==> src/rtl/mlfe_pkg.sv <==
// Shared types and constants of the multichannel linear fade engine.
package mlfe_pkg;

	localparam int LVL_W  = 12;
	localparam int DUR_W  = 24;
	localparam int TIME_W = 32;
	localparam int PCT_W  = 7;
	localparam int CHN_W  = 8;
	localparam int OCH_W  = 6;

	localparam logic [PCT_W-1:0]  PCT_MAX     = 7'd100;
	localparam logic [DUR_W-1:0]  DEFAULT_DUR = 24'd1000;
	localparam logic [DUR_W-1:0]  MIN_DUR     = 24'd1;
	localparam logic [18:0]       ROUND_HALF  = 19'd50;
	// x / 100 == (x * RECIP_100) >> RECIP_SHIFT, exact for x below 2^19
	localparam logic [19:0]       RECIP_100   = 20'd671089;
	localparam int                RECIP_SHIFT = 26;

	localparam logic OP_SET  = 1'b0;
	localparam logic OP_TICK = 1'b1;

	typedef struct packed {
		logic [LVL_W-1:0]  start_lvl;
		logic [LVL_W-1:0]  cur_lvl;
		logic [LVL_W-1:0]  tgt_lvl;
		logic [TIME_W-1:0] start_time;
		logic [DUR_W-1:0]  dur;
	} fade_entry_t;

	localparam fade_entry_t ENTRY_RESET = '{
		start_lvl:  '0,
		cur_lvl:    '0,
		tgt_lvl:    '0,
		start_time: '0,
		dur:        DEFAULT_DUR
	};

endpackage

==> src/rtl/multichannel_linear_fade_engine.sv <==
// Multichannel linear fade engine: per-channel fade table and tick sequencer.
//
// Usage: one input stream (s_axis_*) carries requests. tuser selects the kind:
// a set request latches a new fade for channel 1..NUM_CHANNELS (others are
// dropped); a tick request carries the millisecond time and makes the block
// walk every channel, interpolating start->target over the fade duration.
// Every channel whose level changes produces one result on m_axis_*, in
// ascending channel order; tlast marks the final result of the tick. A tick
// with no change produces nothing.
// Sequence: a set reads the channel entry, then writes the new fade. A tick
// reads and evaluates each channel in turn: one at rest is skipped, a snap
// writes the target, and one that needs the division runs a 24x12 multiply,
// then a restoring divider, one quotient bit a cycle; the held result is
// flushed at the end. s_axis_tready low while busy.
// Results pass through a one-deep holding slot (needed to know which one is
// last) and an output register; when the receiver stalls, the channel walk
// waits at the next change until the output register frees up.
// Reset (arst_n low) clears all channel valid bits, so every channel reads as
// level 0, target 0, start time 0, duration 1000 ms; nothing is pending.
module multichannel_linear_fade_engine #(
	parameter int NUM_CHANNELS = 32
) (
	input  logic        clk,
	input  logic        arst_n,
	input  logic        s_axis_tvalid,
	output logic        s_axis_tready,
	// [7:0] channel, [14:8] brightness, [38:15] fade_ms, [70:39] now_ms, [71] zero
	input  logic [71:0] s_axis_tdata,
	// [0] operation
	input  logic        s_axis_tuser,
	output logic        m_axis_tvalid,
	input  logic        m_axis_tready,
	// [5:0] out_channel, [17:6] level, [23:18] zero
	output logic [23:0] m_axis_tdata,
	output logic        m_axis_tlast
);
	import mlfe_pkg::*;

	localparam int CH_W = (NUM_CHANNELS > 1) ? $clog2(NUM_CHANNELS) : 1;
	localparam logic [CH_W-1:0] LAST_IDX = CH_W'(NUM_CHANNELS - 1);
	localparam logic [CHN_W-1:0] NUM_CH8 = CHN_W'(NUM_CHANNELS);

	localparam logic [3:0] ST_IDLE   = 4'd0;
	localparam logic [3:0] ST_SET_RD = 4'd1;
	localparam logic [3:0] ST_SET_WR = 4'd2;
	localparam logic [3:0] ST_T_RD   = 4'd3;
	localparam logic [3:0] ST_T_EVAL = 4'd4;
	localparam logic [3:0] ST_T_MUL  = 4'd5;
	localparam logic [3:0] ST_T_DIV  = 4'd6;
	localparam logic [3:0] ST_T_UPD  = 4'd7;
	localparam logic [3:0] ST_T_EMIT = 4'd8;
	localparam logic [3:0] ST_FLUSH  = 4'd9;

	// request fields
	logic [CHN_W-1:0]  in_ch;
	logic [PCT_W-1:0]  in_pct;
	logic [DUR_W-1:0]  in_fade;
	logic [TIME_W-1:0] in_now;
	assign in_ch   = s_axis_tdata[7:0];
	assign in_pct  = s_axis_tdata[14:8];
	assign in_fade = s_axis_tdata[38:15];
	assign in_now  = s_axis_tdata[70:39];

	logic [3:0]        state_q;
	logic [CH_W-1:0]   idx_q;
	logic [PCT_W-1:0]  pct_q;
	logic [DUR_W-1:0]  fade_q;
	logic [TIME_W-1:0] now_q;
	logic [LVL_W-1:0]  tgt_q;

	// channel table: memory plus per-entry valid bits
	fade_entry_t               mem [NUM_CHANNELS];
	logic [NUM_CHANNELS-1:0]   vld_q;
	fade_entry_t               rd_q;
	logic                      rd_vld_q;
	fade_entry_t               ent;
	fade_entry_t               ent_q;
	logic                      wr_en;
	fade_entry_t               wr_data;

	// interpolation datapath
	logic [DUR_W-1:0]  el_q;
	logic [LVL_W-1:0]  diff_q;
	logic              neg_q;
	logic [DUR_W-1:0]  rem_q;
	logic [LVL_W-1:0]  numlo_q;
	logic [LVL_W-1:0]  quo_q;
	logic [3:0]        cnt_q;
	logic [LVL_W-1:0]  nl_q;

	// result holding slot and output register
	logic              pend_v_q;
	logic [CH_W-1:0]   pend_ch_q;
	logic [LVL_W-1:0]  pend_lvl_q;
	logic              out_v_q;
	logic [OCH_W-1:0]  out_ch_q;
	logic [LVL_W-1:0]  out_lvl_q;
	logic              out_last_q;
	logic              out_free;
	logic              out_load;

	logic [TIME_W-1:0] elapsed;
	logic [35:0]       prod;
	logic [35:0]       num;
	logic [DUR_W:0]    trial;
	logic [DUR_W:0]    dur_ext;
	logic              trial_ge;
	logic [PCT_W-1:0]  pct_sat;
	logic [18:0]       scaled;
	logic [38:0]       recip_prod;
	logic              last_ch;
	logic              s_acc;

	assign s_axis_tready = (state_q == ST_IDLE);
	assign s_acc         = s_axis_tvalid && s_axis_tready;
	assign out_free      = !out_v_q || m_axis_tready;
	// output register takes a held result this cycle
	assign out_load      = out_free && ((state_q == ST_T_EMIT) ||
	                                    (state_q == ST_FLUSH && pend_v_q));
	assign last_ch       = (idx_q == LAST_IDX);

	assign ent      = rd_vld_q ? rd_q : ENTRY_RESET;
	assign elapsed  = now_q - ent.start_time;
	assign prod     = 36'(el_q) * 36'(diff_q);
	assign num      = neg_q ? prod + 36'(ent_q.dur - MIN_DUR) : prod;
	assign trial    = {rem_q, numlo_q[LVL_W-1]};
	assign dur_ext  = {1'b0, ent_q.dur};
	assign trial_ge = (trial >= dur_ext);

	// target = round(pct * 4095 / 100); pct*4095 as (pct<<12) - pct
	assign pct_sat    = (pct_q > PCT_MAX) ? PCT_MAX : pct_q;
	assign scaled     = ({pct_sat, 12'd0} - 19'(pct_sat)) + ROUND_HALF;
	assign recip_prod = 39'(scaled) * 39'(RECIP_100);

	always_comb begin
		wr_en   = 1'b0;
		wr_data = ent_q;
		unique case (state_q)
			ST_SET_WR: begin
				wr_en              = 1'b1;
				wr_data.start_lvl  = ent.cur_lvl;
				wr_data.cur_lvl    = ent.cur_lvl;
				wr_data.tgt_lvl    = tgt_q;
				wr_data.start_time = now_q;
				wr_data.dur        = (fade_q == '0) ? MIN_DUR : fade_q;
			end
			ST_T_UPD: begin
				wr_en           = (nl_q != ent_q.cur_lvl);
				wr_data.cur_lvl = nl_q;
			end
			default: begin
				wr_en = 1'b0;
			end
		endcase
	end

	always_ff @(posedge clk) begin
		if (wr_en) begin
			mem[idx_q] <= wr_data;
		end
		rd_q <= mem[idx_q];
	end

	always_ff @(posedge clk or negedge arst_n) begin
		if (!arst_n) begin
			vld_q    <= '0;
			rd_vld_q <= 1'b0;
		end else begin
			if (wr_en) begin
				vld_q[idx_q] <= 1'b1;
			end
			rd_vld_q <= vld_q[idx_q];
		end
	end

	// datapath registers
	always_ff @(posedge clk) begin
		if (s_acc) begin
			pct_q  <= in_pct;
			fade_q <= in_fade;
			now_q  <= in_now;
		end
		unique case (state_q)
			ST_SET_RD: begin
				tgt_q <= recip_prod[RECIP_SHIFT +: LVL_W];
			end
			ST_T_EVAL: begin
				ent_q  <= ent;
				el_q   <= elapsed[DUR_W-1:0];
				neg_q  <= (ent.tgt_lvl < ent.start_lvl);
				diff_q <= (ent.tgt_lvl < ent.start_lvl) ? ent.start_lvl - ent.tgt_lvl
				                                        : ent.tgt_lvl - ent.start_lvl;
				nl_q   <= ent.tgt_lvl;
			end
			ST_T_MUL: begin
				rem_q   <= num[35:LVL_W];
				numlo_q <= num[LVL_W-1:0];
				quo_q   <= '0;
			end
			ST_T_DIV: begin
				rem_q   <= trial_ge ? DUR_W'(trial - dur_ext) : trial[DUR_W-1:0];
				numlo_q <= {numlo_q[LVL_W-2:0], 1'b0};
				quo_q   <= {quo_q[LVL_W-2:0], trial_ge};
				if (cnt_q == 4'd0) begin
					nl_q <= neg_q ? ent_q.start_lvl - {quo_q[LVL_W-2:0], trial_ge}
					              : ent_q.start_lvl + {quo_q[LVL_W-2:0], trial_ge};
				end
			end
			default: begin
			end
		endcase
	end

	// sequencer, holding slot and output register
	always_ff @(posedge clk or negedge arst_n) begin
		if (!arst_n) begin
			state_q    <= ST_IDLE;
			idx_q      <= '0;
			cnt_q      <= '0;
			pend_v_q   <= 1'b0;
			pend_ch_q  <= '0;
			pend_lvl_q <= '0;
			out_v_q    <= 1'b0;
			out_ch_q   <= '0;
			out_lvl_q  <= '0;
			out_last_q <= 1'b0;
		end else begin
			if (out_v_q && m_axis_tready && !out_load) begin
				out_v_q <= 1'b0;
			end
			unique case (state_q)
				ST_IDLE: begin
					if (s_acc) begin
						if (s_axis_tuser == OP_TICK) begin
							idx_q   <= '0;
							state_q <= ST_T_RD;
						end else if (in_ch != '0 && in_ch <= NUM_CH8) begin
							idx_q   <= CH_W'(in_ch - 8'd1);
							state_q <= ST_SET_RD;
						end
					end
				end
				ST_SET_RD: state_q <= ST_SET_WR;
				ST_SET_WR: state_q <= ST_IDLE;
				ST_T_RD:   state_q <= ST_T_EVAL;
				ST_T_EVAL: begin
					if (ent.cur_lvl == ent.tgt_lvl) begin
						idx_q   <= last_ch ? idx_q : idx_q + CH_W'(1);
						state_q <= last_ch ? ST_FLUSH : ST_T_RD;
					end else if (elapsed >= TIME_W'(ent.dur)) begin
						state_q <= ST_T_UPD;
					end else begin
						state_q <= ST_T_MUL;
					end
				end
				ST_T_MUL: begin
					cnt_q   <= 4'(LVL_W - 1);
					state_q <= ST_T_DIV;
				end
				ST_T_DIV: begin
					cnt_q <= cnt_q - 4'd1;
					if (cnt_q == 4'd0) begin
						state_q <= ST_T_UPD;
					end
				end
				ST_T_UPD: begin
					if (nl_q != ent_q.cur_lvl && pend_v_q) begin
						state_q <= ST_T_EMIT;
					end else begin
						if (nl_q != ent_q.cur_lvl) begin
							pend_v_q   <= 1'b1;
							pend_ch_q  <= idx_q;
							pend_lvl_q <= nl_q;
						end
						idx_q   <= last_ch ? idx_q : idx_q + CH_W'(1);
						state_q <= last_ch ? ST_FLUSH : ST_T_RD;
					end
				end
				ST_T_EMIT: begin
					if (out_free) begin
						out_v_q    <= 1'b1;
						out_ch_q   <= OCH_W'(pend_ch_q);
						out_lvl_q  <= pend_lvl_q;
						out_last_q <= 1'b0;
						pend_ch_q  <= idx_q;
						pend_lvl_q <= nl_q;
						idx_q      <= last_ch ? idx_q : idx_q + CH_W'(1);
						state_q    <= last_ch ? ST_FLUSH : ST_T_RD;
					end
				end
				ST_FLUSH: begin
					if (!pend_v_q) begin
						state_q <= ST_IDLE;
					end else if (out_free) begin
						out_v_q    <= 1'b1;
						out_ch_q   <= OCH_W'(pend_ch_q);
						out_lvl_q  <= pend_lvl_q;
						out_last_q <= 1'b1;
						pend_v_q   <= 1'b0;
						state_q    <= ST_IDLE;
					end
				end
				default: state_q <= ST_IDLE;
			endcase
		end
	end

	assign m_axis_tvalid = out_v_q;
	assign m_axis_tdata  = {6'd0, out_lvl_q, out_ch_q};
	assign m_axis_tlast  = out_last_q;

	// no result may stay in the holding slot once the block is idle
	a_idle_no_pend: assert property (@(posedge clk) disable iff (!arst_n)
		s_axis_tready |-> !pend_v_q)
		else $error("result left in holding slot while idle");

	// restoring divider: partial remainder always below the divisor
	a_div_rem: assert property (@(posedge clk) disable iff (!arst_n)
		(state_q == ST_T_DIV) |-> (rem_q < ent_q.dur))
		else $error("divider remainder out of range");

	// a second change can only wait to emit behind a held result
	a_emit_pend: assert property (@(posedge clk) disable iff (!arst_n)
		(state_q == ST_T_EMIT) |-> pend_v_q)
		else $error("emit without held result");

endmodule
==> config.mk <==
export PLATFORM = sky130hd
export DESIGN_NAME = multichannel_linear_fade_engine
export DESIGN_NICKNAME = d
export VERILOG_FILES = /design/src/rtl/mlfe_pkg.sv /design/src/rtl/multichannel_linear_fade_engine.sv
export SDC_FILE = /design/constraint.sdc
export NUM_CORES = 2
export LEC_CHECK = 0
export ABC_AREA = 0
export BUFFER_PORTS_ARGS = -buffer_cell sky130_fd_sc_hd__clkbuf_2
export CAP_MARGIN = 20
export CORE_ASPECT_RATIO = 1.4
export CORE_MARGIN = 8
export CORE_UTILIZATION = 45
export DETAILED_ROUTE_END_ITERATION = 8
export REMOVE_ABC_BUFFERS = 1
export SLEW_MARGIN = 20
export SYNTH_ARGS = -nofsm -noshare
export SYNTH_HDL_FRONTEND = slang
export SYNTH_SLANG_ARGS = --single-unit
==> constraint.sdc <==
create_clock -name clk -period 19.29 [get_ports clk]
set_input_delay 0 -clock clk [delete_from_list [all_inputs] [get_ports clk]]
set_output_delay 0 -clock clk [all_outputs]
set_load 0.02 [all_outputs]
Yosys cells after proc, flatten, opt, wreduce, memory -nomap -nowiden --
Memory sizes are Yosys's and may differ from the RTL's. A register that Yosys moved wholly into a read port is not among the register bits. Cells that the tools add are included. W data, S select, Z words.
Word-level totals: bits of input ports 77, memories kept 1, register bits after elaboration 347, logic and storage cells 173, RAM bits 2944, output and inout bits 27
Memory list:
- mem | depth 32, bits a word 92, rd ports 1, clocked after Yosys merged registers in 1, write ports 1, line multichannel_linear_fade_engine.sv:72 | fade_entry_t mem [NUM_CHANNELS];
Cells by class: reduce and logical (&&, ||, !) cells 29, $add $sub $neg 13, bitwise logic cells 1, equal/unequal tests 22, mux-type cells 70, multiply operators 2, $lt $le $gt $ge 7
Operators by type and width (count):
- $pmux W12 S2 | 5
- $mux W12 | 9
- $mux W92 | 1
- $mux W68 | 1
- $mux W5 | 10
- $mux W24 | 2
- $pmux W24 S2 | 1
- $mux W4 | 10
- $mul A19 B20 Y38 const B | 1
- $add A36 B36 Y36 | 1
- $mul A24 B12 Y36 | 1
- $mux W36 | 1
- $pmux W4 S9 | 1
- $sub A12 B12 Y12 | 3
- $ge A32 B24 Y1 | 1
- $or A32 B32 Y32 | 1
- $sub A32 B32 Y32 | 1
- $ge A25 B24 Y1 | 1
- $sub A24 B1 Y25 const B | 1
- $logic_not A24 Y1 | 1
- $sub A24 B24 Y24 | 1
- $pmux W11 S2 | 1
- $pmux W5 S4 | 1
- $add A19 B6 Y19 const B | 1
- other kinds (43) | 87

Logic depth before layout (Yosys ltp) --
depth after elaboration 10, gate-level depth with buffers 34, gate-level depth less buffers 33

Worst setup path before layout --
OpenSTA, ideal clock, no wires.
path type register -> register, from reg pct_q[5], to reg tgt_q[11] (data pin), stages on the path, launching flop included 31, path buffers 1, setup time 265 ps, period minus slack after synthesis 8073 ps, required time 19025 ps, data arrival time 7808 ps, path slack 11217 ps, cell sequence edfxtp_1 buf_2 nand2_2 a21o_1 nand2_1 inv_1 ha_1 a21oi_1 nor2_1 o21ai_1 nand2_1 xnor2_1 fa_1 fa_1 inv_1 fa_1 fa_1 inv_1 fa_1 fa_1 ha_1 nand3_1 nor4_1 a22oi_1 nand3_1 a31oi_1 o21ai_1 a211oi_1 nor3b_1 a311oi_1 xnor2_1
On the way: longest elaborated chain between the ends 5
Ends and longest elaborated chain:
- from (decl) | line multichannel_linear_fade_engine.sv:66 | logic [PCT_W-1:0] pct_q;
- from (signal assigned) | line multichannel_linear_fade_engine.sv:179 | pct_q <= in_pct;
- $gt A7 B7 Y1 | line multichannel_linear_fade_engine.sv:131 | assign pct_sat = (pct_q > PCT_MAX) ? PCT_MAX : pct_q;
- $mux W7 * | line multichannel_linear_fade_engine.sv:131
- $sub A19 B7 Y19 * | line multichannel_linear_fade_engine.sv:132 | assign scaled = ({pct_sat, 12'd0} - 19'(pct_sat)) + ROUND_HALF;
- $add A19 B6 Y19 * | line multichannel_linear_fade_engine.sv:132
- $mul A19 B20 Y38 * | line multichannel_linear_fade_engine.sv:133 | assign recip_prod = 39'(scaled) * 39'(RECIP_100);
- via recip_prod[37] | line multichannel_linear_fade_engine.sv:110 | logic [38:0] recip_prod;
- to (signal assigned) | line multichannel_linear_fade_engine.sv:185 | tgt_q <= recip_prod[RECIP_SHIFT +: LVL_W];
- to (decl) | line multichannel_linear_fade_engine.sv:69 | logic [LVL_W-1:0] tgt_q;
Mark *: on every way through the listed nets, which the timed path passes. The rest lies on a longest branch. A chain may end at the register's enable or synchronous reset.

Worst setup path after layout --
from reg pct_q[4], to reg tgt_q[10] (data pin)
The elaborated chain is that of the path after synthesis.

==> run metrics <==
Max Cap Viol=0; H-tree Lvls=5; final WL=between 400,000 and 500,000 µm; YS warnings=0; worst hold path stage count=2; Most used DFF post-synth=edfxtp_1; clock-pin slew of the registers on the worst-case setup and hold paths=approximately 0.06 ns; R2R depth=32; final non-filler cell area=167,000 µm²; die height=approximately 700 µm; port bufs=95; DRC Markers=0; final setup vio count=0; max-slew violation count=0; hold path start=s_axis_tdata[13]; RSZ-0062 raised after global routing=no; Post-synth top cells=edfxtp_1, mux4_2, inv_1; period utilization=about half; largest net degree at the start of global routing=approximately 130; worst slack, placed=between 9 and 10 ns; first drt pass iteration count=5; Worst Setup Start Kind=register; worst setup margin=~9.8 ns; Core Util, Final=between 50% and 60%; slowest stage cell, crit path=fa_1; CP required=19.94 ns; Yosys top cell area share=roughly 65%; routed vias/inst=approximately 6; Tmin final=approximately 9.5 ns; # rows=between 200 and 250; most common cell in the netlist=edfxtp_1; die area=around 350,000 µm²; setup_tns=0 ns; Synth Cell Area=between 100,000 and 150,000 µm²; starting density of the core=around 45%; Post-synth EDFFs=around 3,200; Core Region=around 330,000 µm²; Mapped Avg Cell Area=~17 µm²; cts bufs inserted=around 320; DRT antenna net count=0; Post-DP HPWL=around 240,000 µm; crit path max fanout=12; die width=about 500 µm; first-pass GRT wire length=602,000 µm; routability congestion estimate=between 0.8 and 0.9; Hold Path Class=input pin to register; synth unique cells=approximately 90; relative slew slack=around a fifth; CTS Root Cell=clkbuf_16; NumNets Final=between 9,000 and 10,000; share of cells above drive strength 1=around 18%; Crit. End Element=register; initial antenna violation count=16; vias=between 80,000 and 90,000; Boundary Pins=104; CP max stage delay=about 0.57 ns; Slew @ Worst Pin=1.20 ns; post-synthesis cell count=about 8,500; via count of the first global-routing pass=about 84,000; TritonCTS Sinks=approximately 3,400; Final Hold Viols=2; failing checks=negative hold slack; CTS tree=done; R2R Setup Slk=9.83 ns; cell mode on critical path=fa_1; status=finished, violations left; Longest Clk Path Bufs=4; Min Hold Slack=-0.0178 ns; critical path arrival=roughly 10 ns; drt first-iter violations=roughly 8,400; sequential fraction of the synthesis area=67.4%; reg2reg end=tgt_q[10]; gr usage total=23.7%; Peak Freq=0.106 GHz; synthesized flop and latch total=~3,400; Clock Latency Late Sink=around 0.90 ns; total gr overflow=0; Area contributors post-synth=edfxtp_1, mux4_2, fa_1; drt wl/cell=just over 30 µm; Hold Path Sink=pct_q[5]; Final Skew=around 0.057 ns; ys async rst share=under 10%; placed cell areas=~160,000 µm²; Crit Path Category=register to register; reg2reg start=pct_q[4]; largest area contributor in the netlist=edfxtp_1; Layout area overhead=12.6%
## layout by cell type, fill, tap and decap left out, drive strengths merged, types with 59 or more instances in the layout
cell and n:
o21ai 158, clkbuf 521, ha 393, fa 352, clkinv 103, nand4 123, nand2 614, dfxtp 92
a22oi 389, xnor2 121, nor2 174, buf 187, inv 670, and2 124, xor2 59, mux4 744
edfxtp 3207, a21o 77, dfrtp 83, a21oi 183, dlygate4sd3 141
## routing by layer
layer / wire length, µm / GRT usage [%]
met1: 163000 / 30.7
met2: 217000 / 42.3
met3: 26000 / 2.75
met4: 13700 / 6.93
met5: 72 / 0
## kinds of logic (layout without fill, tap and decap cells)
logic type	after synthesis	count (layout)	share of synthesized area, %
fa+ha+maj	745	745	8.05
other cells	1	9	0.00252
simple gates	1320	1320	4.23
xor+xnor	181	181	1.08
mux	818	818	11.8
compound gates	1034	1034	4.71
flops	3382	3382	67.4
buf+inv	1063	1667	2.71
## what timing repair did
action | 4_1_cts | 5_1_grt
gates resized for setup | 0 | 0
hold endpoints to repair | 179 | 0
hold buffers | 142 | 0
buffers inserted | 0 | 0
## per-stage QoR
stage / instances / hold WS [ns]
after detailed placement: 12821 / -0.0357
after CTS: 13543 / 0.00339
after floorplan: 8152 / -0.296
after global placement: 12818 / -0.0490
after global routing: 13548 / 0.0113
final: 13548 / -0.0178
## registers in the layout, indices dropped and copies added, names as in the netlist, 24 cells and up
register  cells
rd_q         92
now_q        32
ent_q        68
dur_ext      24
fade_q       24
rem_q        24
el_q         24
mem        2944
vld_q        32
## worst max-delay path, delay by kind of cell (launching register included)
kind / cells / cell delay, ns
compound gates: 10 / 2.44
buf+inv: 6 / 0.89
flops: 1 / 0.54
simple gates: 8 / 1.73
fa+ha+maj: 8 / 3.61
## area by class of cell
type	count	area [µm²]
clock buffer	427	8880
timing repair buffer	422	3540
multi-input combinational	4105	45000
clock inverter	153	1760
inverter	665	2500
fill	26538	161000
tap	4392	5500
sequential	3382	100000
antenna	2	5.00
## worst max path at each step
stage / from / to / slack [ns] / depth (start not counted)
after floorplan: idx_q[0] / vld_q[15] / -14.40 / 5
after global placement: pct_q[4] / tgt_q[11] / 9.83 / 32
after detailed placement: pct_q[4] / tgt_q[11] / 9.85 / 32
after CTS: pct_q[4] / tgt_q[10] / 9.75 / 32
after global routing: pct_q[4] / tgt_q[10] / 9.30 / 32
final: pct_q[4] / tgt_q[10] / 9.83 / 32
Power is not shown: default switching activity piles up to over one toggle a cycle in this logic, so the estimate is an artifact.
